--- config.mk ---
export PLATFORM = sky130hd
export DESIGN_NAME = vit_ctrl
export DESIGN_NICKNAME = d
export VERILOG_FILES = /design/src/hw/rtl/vit_pkg.sv /design/src/hw/rtl/vit_ctrl.sv
export SDC_FILE = /design/constraint.sdc
export NUM_CORES = 1
export LEC_CHECK = 0
export BUFFER_PORTS_ARGS = -buffer_cell sky130_fd_sc_hd__buf_2
export CAP_MARGIN = 20
export CORE_AREA = 4 4 41 43
export CTS_BUF_LIST = sky130_fd_sc_hd__clkbuf_4 sky130_fd_sc_hd__clkbuf_8 sky130_fd_sc_hd__clkbuf_16
export DETAILED_ROUTE_END_ITERATION = 10
export DIE_AREA = 0 0 45 47
export GPL_ROUTABILITY_DRIVEN = 0
export GPL_TIMING_DRIVEN = 0
export PLACE_DENSITY = 0.52
export REMOVE_ABC_BUFFERS = 1
export SYNTH_ARGS = -nofsm -noshare
export SYNTH_HDL_FRONTEND = slang
export SYNTH_SLANG_ARGS = --single-unit
--- constraint.sdc ---
create_clock -name clk -period 2.45 [get_ports clk]
set_input_delay 0.1225 -clock clk [delete_from_list [all_inputs] [get_ports clk]]
set_output_delay 0.1225 -clock clk [all_outputs]
set_load 0.01 [all_outputs]
--- src/hw/rtl/vit_pkg.sv ---
// Package with the shared constants, state type and control structs of the intern table.
`timescale 1ns / 1ps

package vit_pkg;

  localparam int TABLE_DEPTH = 256;
  localparam int VALUE_WIDTH = 32;
  localparam int IDX_W       = $clog2(TABLE_DEPTH);
  localparam int CNT_W       = IDX_W + 1;

  // Controller states.
  typedef enum logic [2:0] {
    ST_IDLE,
    ST_DISPATCH,
    ST_SCAN,
    ST_RD_ISSUE,
    ST_RD_CAPTURE,
    ST_DONE
  } vit_state_t;

  // Commands from the controller to the datapath.
  typedef struct packed {
    logic load;
    logic scan;
    logic rd_issue;
    logic set_hit;
    logic set_insert;
    logic set_full;
    logic set_read;
    logic emit;
  } vit_cmd_t;

  // Status from the datapath to the controller.
  typedef struct packed {
    logic mode;
    logic hit;
    logic exhausted;
    logic full;
    logic out_free;
  } vit_status_t;

endpackage

--- src/hw/rtl/vit_ctrl.sv ---
// Controller state machine that sequences lookups, inserts and read-backs.
`timescale 1ns / 1ps

module vit_ctrl
  import vit_pkg::*;
(
  input  logic        clk,
  input  logic        rst_n,
  input  logic        in_valid,
  input  vit_status_t status,
  output vit_cmd_t    cmd,
  output logic        busy
);

  vit_state_t state_r;
  vit_state_t state_nxt;

  // State register.
  always_ff @(posedge clk) begin
    if (!rst_n) begin
      state_r <= ST_IDLE;
    end else begin
      state_r <= state_nxt;
    end
  end

  // Next-state logic.
  always_comb begin
    state_nxt = state_r;
    case (state_r)
      ST_IDLE: begin
        if (in_valid) state_nxt = ST_DISPATCH;
      end
      ST_DISPATCH: begin
        state_nxt = status.mode ? ST_RD_ISSUE : ST_SCAN;
      end
      ST_SCAN: begin
        if (status.hit || status.exhausted) state_nxt = ST_DONE;
      end
      ST_RD_ISSUE: begin
        state_nxt = ST_RD_CAPTURE;
      end
      ST_RD_CAPTURE: begin
        state_nxt = ST_DONE;
      end
      ST_DONE: begin
        if (status.out_free) state_nxt = ST_IDLE;
      end
      default: begin
        state_nxt = ST_IDLE;
      end
    endcase
  end

  // Output decode.
  always_comb begin
    cmd  = '0;
    busy = 1'b1;
    case (state_r)
      ST_IDLE: begin
        busy     = 1'b0;
        cmd.load = in_valid;
      end
      ST_SCAN: begin
        cmd.scan       = 1'b1;
        cmd.set_hit    = status.hit;
        cmd.set_insert = !status.hit && status.exhausted && !status.full;
        cmd.set_full   = !status.hit && status.exhausted && status.full;
      end
      ST_RD_ISSUE: begin
        cmd.rd_issue = 1'b1;
      end
      ST_RD_CAPTURE: begin
        cmd.set_read = 1'b1;
      end
      ST_DONE: begin
        cmd.emit = status.out_free;
      end
      default: begin
        cmd = '0;
      end
    endcase
  end

endmodule

Word level (Yosys, flattened, before mapping)
Index checks and enable logic that the tools add are counted.
W data, S select, Z words.
- latch bits: 0
- flip-flop bits (word level): 3
- RAM bits: 0
- memories kept: 0
- ROM bits: 0
- $lt $le $gt $ge: 0
- shift-type cells: 0
- add/subtract/negate cells: 0
- reduce and logical (&&, ||, !) cells: 8
- muxes and demuxes: 12
- multipliers: 0
- bitwise logic cells: 0
- equal/unequal tests: 8
- divide/modulo/power cells: 0
- operators by type and width (kind ; number):
    $pmux W3 S6 ; 1
    $mux W3 ; 4
    $mux W1 ; 7
    $eq A3 B2 Y1 const B ; 2
    $eq A3 B3 Y1 const B ; 2
    $ne A2 B2 Y1 const B ; 3
    $eq A3 B1 Y1 const B ; 1
    $logic_and A1 B1 Y1 ; 3
    $logic_not A3 Y1 ; 1
    $reduce_and A3 Y1 ; 1
    $logic_not A1 Y1 ; 2
    $logic_or A1 B1 Y1 ; 1

Logic depth before layout (Yosys ltp)
Gate-level depths: netlist of the first run.
- word-level depth: 4
- depth in mapped cells: 4
- mapped depth without buffers: 3

Worst setup path after synthesis of the first run
Ideal clock, no wire load.
- kind: flip-flop to output port
- from: register state_r[0]
- to: output cmd[7] (netlist name)
- setup slack: 1396 ps
- path buffers: 1
- arrival time: 931 ps
- cell stages (with the launch flop): 4
- data required time: 2328 ps
- path through: dfxtp_1 -> buf_6 -> or3_4 -> nor2_2
- RTL lines (what ; RTL line ; RTL):
    from (decl) ; vit_ctrl.sv:15 ; vit_state_t state_r;
    from (signal assigned) ; vit_ctrl.sv:23 ; state_r <= state_nxt;
    to (decl) ; vit_ctrl.sv:11 ; output vit_cmd_t cmd,

==> results.toml, run 1 <==
[sta]
drv_slew = 0
tightest_slew_ns = 0.347
slew_headroom = 0.769
finalSetupTns_ns = 0
fmax_mhz = 733
rsz0062_at_grt = "false"
skew_ns = 0.00371
hold_violations = 0
fin_crit_ns = 1.36
holdWs_ns = 0.129
post-route-period-util = 0.557
setup_viol = 0

[clocking]
cts_made_buffers = 3
post_cts_buffers = 0
ctsResizeCount = 0
holdBufCountCts = 0
cts_tree = "yes"
clkLatencyLatePin_ns = 0.23
cts_max_level = 1
clk_path_buf_depth = 2
cts_sinks = 3
cts-root-buf = "clkbuf_4"
clk_pin_slew_ns = 0.04

[global_routing]
grt_first_pass_wirelength_um = 986
grt_usage = 0.0655
grt_max_degree = 13
grt_antenna_before_repair = 0
grt_pass1_vias = 252
gr-total-overflow = 0

[finish]
areaGrowthSynthToFinish_pct = 39.9
top_register = "state_r"
reg_top3 = "state_r x3"
n_fill_cell = 158
num_antenna_cells = 0
multi_input_area_um2 = 176
drive_above_1_share = 0.453
fin_nets = 62
seq_area_um2 = 60.1
largest_reg_flops = 3

[route]
drtAntennaViolNets = 0
post_drt_wl_per_cell_um = 9.04
drt_first_pass_iters = 3
dr.first_iter.drc_count = 3
remaining_drc_errors = 0
viasPerCell = 4.18
num_vias = 284
drt-total-wl_um = 615

[job]
drv_cap = 0

[synthesis]
synthCells = 35
yosys_warnings = 0
ys_ff_latch = 3
syn_area_per_cell_um2 = 7.61
syn_area_um2 = 267
ys_seq_area_frac = 0.225
synth_cell_type_count = 19

[power]
power_density_nw_per_um2 = 624
power_leakage_nw = 0.195
power_uw = 233
irDropWorstVdd_mv = 0.236

[critical_path]
end_kind = "primary output"
path_max_fanout = 10
cp.required_ns = 2.33
worstSetupPathType = "reg2out"
r2r_setup_slack_ns = 1.39
r2r-start = "state_r[1]"
cp-start-kind = "flop"
crit_start = "state_r[0]"
arrival_ns = 1.24

[floorplanning]
die_w_um = 45
ioPinCount = 17
die_y_um = 47
rows = 13
coreArea_um2 = 1300
die_area_um2 = 2120
start_util = 0.205

[worst_hold_path]
hp-start = "rst_n"
hp-class = "in2reg"

[place]
numPortBuffers = 16
post-dp-hpwl_um = 467

[outcome]
status = "completed"
[cell usage after synthesis]
master	number	area [µm²]
and3_1	1	6.26
inv_1	2	7.51
mux2i_1	1	10.0
and2_1	1	6.26
nor2_2	1	6.26
nor3_2	1	10.0
nand4b_1	1	8.76
o21ai_0	1	5.00
o211a_1	1	10.0
nand2_1	2	7.51
or3_4	1	11.3
nor3b_2	1	12.5
dfxtp_1	3	60.1
nand2b_1	3	18.8
a21oi_1	3	15.0
o21a_1	1	7.51
buf_6	2	22.5
nor3b_1	2	15.0
nor2_1	7	26.3
[cell families after synthesis]
group,count (synthesis),synth area share
buffers and inverters,4,0.113
and+or+nand+nor,21,0.484
DFF,3,0.225
muxes,1,0.0376
AOI/OAI and AO/OA,6,0.141
[stage by stage]
| step | instance area [µm²] | cells | setup WS [ns] | util |
|---|---|---|---|---|
| after floorplan | 244 | 33 | 1.42 | - |
| after global placement | 343 | 64 | 1.34 | 0.263 |
| after detailed placement | 343 | 64 | 1.33 | 0.263 |
| after CTS | 373 | 68 | 1.08 | 0.287 |
| after global routing | 373 | 68 | 0.983 | 0.287 |
| final | 373 | 68 | 1.09 | 0.287 |
[area by class of cell]
| class | instances | area share |
|---|---|---|
| multi-input combinational | 28 | 0.473 |
| sequential | 3 | 0.161 |
| inverter | 2 | 0.0201 |
| tap | 15 | 0.0503 |
| timing repair buffer | 16 | 0.215 |
| clock buffer | 4 | 0.0805 |
[cell usage in the layout (no fill, tap or decap), types with 2 or more instances in the layout]
cell type	netlist	final
dfxtp_1	3	3
buf_2	0	16
nor2_1	7	7
nor3b_1	2	2
nand2b_1	3	3
nand2_1	2	2
inv_1	2	2
clkbuf_4	0	4
a21oi_1	3	3
[worst max-delay path, cell delays in order (launching register included)]
cell and delay [ns]:
dfxtp_1 0.40, or3_4 0.41, nor2_2 0.07, buf_2 0.12
[power breakdown]
part           leakage, nW  internal [mW]  total [mW]  switching (mW)
Combinational        0.152         0.0345      0.0642          0.0297
Clock               0.0184         0.0720      0.0973          0.0252
Sequential          0.0248         0.0553      0.0712          0.0159
[path summary, 6_finish.rpt]
check,cells after the start,to
hold reg to reg,1,state_r[1]
setup / recovery,3,cmd[7]
hold / removal,2,state_r[2]
setup reg to reg,3,state_r[0]
[routing by layer]
layer	vias to the layer above	share of wire	track usage
li1	153	-	-
met1	117	0.45	0.0816
met2	14	0.41	0.0904
met3	0	0.13	0.0115
met4	0	0	0.0702
met5	-	0	0
Note: power is estimated with default switching activity, not from simulation.
==> inputs of run 2 (changes only) <==
==> constraint.sdc (replaced) <==
create_clock -name clk -period 1.3 [get_ports clk]
set_input_delay 0.065 -clock clk [delete_from_list [all_inputs] [get_ports clk]]
set_output_delay 0.065 -clock clk [all_outputs]
set_load 0.01 [all_outputs]
==> run 2 against run 1 <==
Non-clock buffer count unchanged. Hold slack got worse by 0.056 ns. Sequential cell count unchanged. Clock skew shrank 0.00066 ns. Via count stayed put. Register-to-register slack lost 1.1 ns. Sequential power increased by 94%. Core utilization grew 0.48 points.
==> results.toml, run 2 (synthesis gave the netlist of run 1 again) <==
[route]
post_drt_wl_per_cell_um = 9.12
remaining_drc_errors = 0
dr.first_iter.drc_count = 5
drt-total-wl_um = 620
drtAntennaViolNets = 0
viasPerCell = 4.18
num_vias = 284
drt_first_pass_iters = 4

[floorplanning]
coreArea_um2 = 1300
start_util = 0.205
die_y_um = 47
ioPinCount = 17
die_w_um = 45
die_area_um2 = 2120
rows = 13

[worst_hold_path]
hp-class = "in2reg"
hp-start = "rst_n"

[place]
post-dp-hpwl_um = 467
place_ws_ns = 0.218
numPortBuffers = 16
place_inst = 64
place_area_um2 = 343

[power]
power_uw = 444
power_density_nw_per_um2 = 1170
irDropWorstVdd_mv = 0.450
power_leakage_nw = 0.197

[global_routing]
grt_antenna_before_repair = 0
grt_pass1_vias = 252
grt_max_degree = 13
gr-total-overflow = 0
grt_usage = 0.0655
grt_first_pass_wirelength_um = 986

[clocking]
cts-root-buf = "clkbuf_4"
clk_pin_slew_ns = 0.04
holdBufCountCts = 0
cts_tree = "yes"
post_cts_buffers = 0
cts_made_buffers = 3
clk_path_buf_depth = 2
clkLatencyLatePin_ns = 0.23
cts_max_level = 1
cts_sinks = 3

[finish]
reg_top3 = "state_r x3"
areaGrowthSynthToFinish_pct = 42.3
post_layout_nonfiller_instances = 68
top_register = "state_r"
drive_above_1_share = 0.528
largest_reg_flops = 3
fin_util = 0.291
fin_area_um2 = 379
fin_nets = 62
final_cell_mix = "buf_2 (16), nor2_1 (6), clkbuf_4 (4)"
num_antenna_cells = 0
layout.cells.most_common = "buf_2"

[sta]
hold_violations = 0
fin_ws_ns = 0.0517
fmax_mhz = 801
slew_headroom = 0.866
tightest_slew_ns = 0.202
holdWs_ns = 0.0725
skew_ns = 0.00306
drv_slew = 0
fin_crit_ns = 1.25
post-route-period-util = 0.960
setup_viol = 0
finalSetupTns_ns = 0
rsz0062_at_grt = "false"

[critical_path]
max_stage_delay_ns = 0.38
r2r-start = "state_r[0]"
path_max_fanout = 10
cp.required_ns = 1.24
end_kind = "primary output"
crit_start = "state_r[0]"
path_buf_inv = 1
path_cells = "or3_4 > nor2_2 > buf_2"
cp-start-kind = "flop"
crit_slowest_cell = "or3_4"
arrival_ns = 1.18
path_delay_family = "simple AND/OR/NAND/NOR gates"
worstSetupPathType = "reg2out"

[outcome]
status = "completed"

[job]
drv_cap = 0
[run 2: cell counts in the layout (fill, tap and decap cells not counted)]
Identical to the previous run, type by type.
[run 2: worst reg2reg max path, delay by kind of cell (launching register included)]
kind	cells	cell delay, ns
AO/OA/AOI/OAI	1	0.18
flip-flops	1	0.37
AND/OR/NAND/NOR	2	0.31
[run 2: final timing paths]
path | to | slack (ns) | cells past startpoint
setup / recovery | cmd[7] | 0.05 | 3
hold / removal | state_r[2] | 0.07 | 2
setup reg to reg | state_r[2] | 0.33 | 3
hold reg to reg | state_r[1] | 0.52 | 1
[run 2: per-layer routing]
| layer | GRT usage | wire length [µm] | vias up |
|---|---|---|---|
| li1 | - | - | 153 |
| met1 | 0.0816 | 285 | 117 |
| met2 | 0.0904 | 252 | 14 |
| met3 | 0.0115 | 82 | 0 |
| met4 | 0.0702 | 0 | 0 |
| met5 | 0 | 0 | - |
[run 2: area by class of cell]
class | count | area [µm²]
fillers | 158 | 922
flip-flops and latches | 3 | 63.8
inverters | 2 | 7.51
clock buffers | 4 | 30.0
well taps | 15 | 18.8
repair buffers | 16 | 80.1
multi-input cells | 28 | 179
[run 2: what timing repair did]
item | 4_1_cts | 5_1_grt
pin swaps | 0 | 0
endpoints found under the setup margin | 2 | 4
cloned | 0 | 0
gates resized for setup | 2 | 2
[run 2: report_power, final]
| part | switching (mW) | total (mW) | internal [mW] |
|---|---|---|---|
| Clock | 0.0480 | 0.184 | 0.136 |
| Combinational | 0.0556 | 0.122 | 0.0662 |
| Sequential | 0.0314 | 0.138 | 0.107 |
| Total | 0.135 | 0.444 | 0.309 |
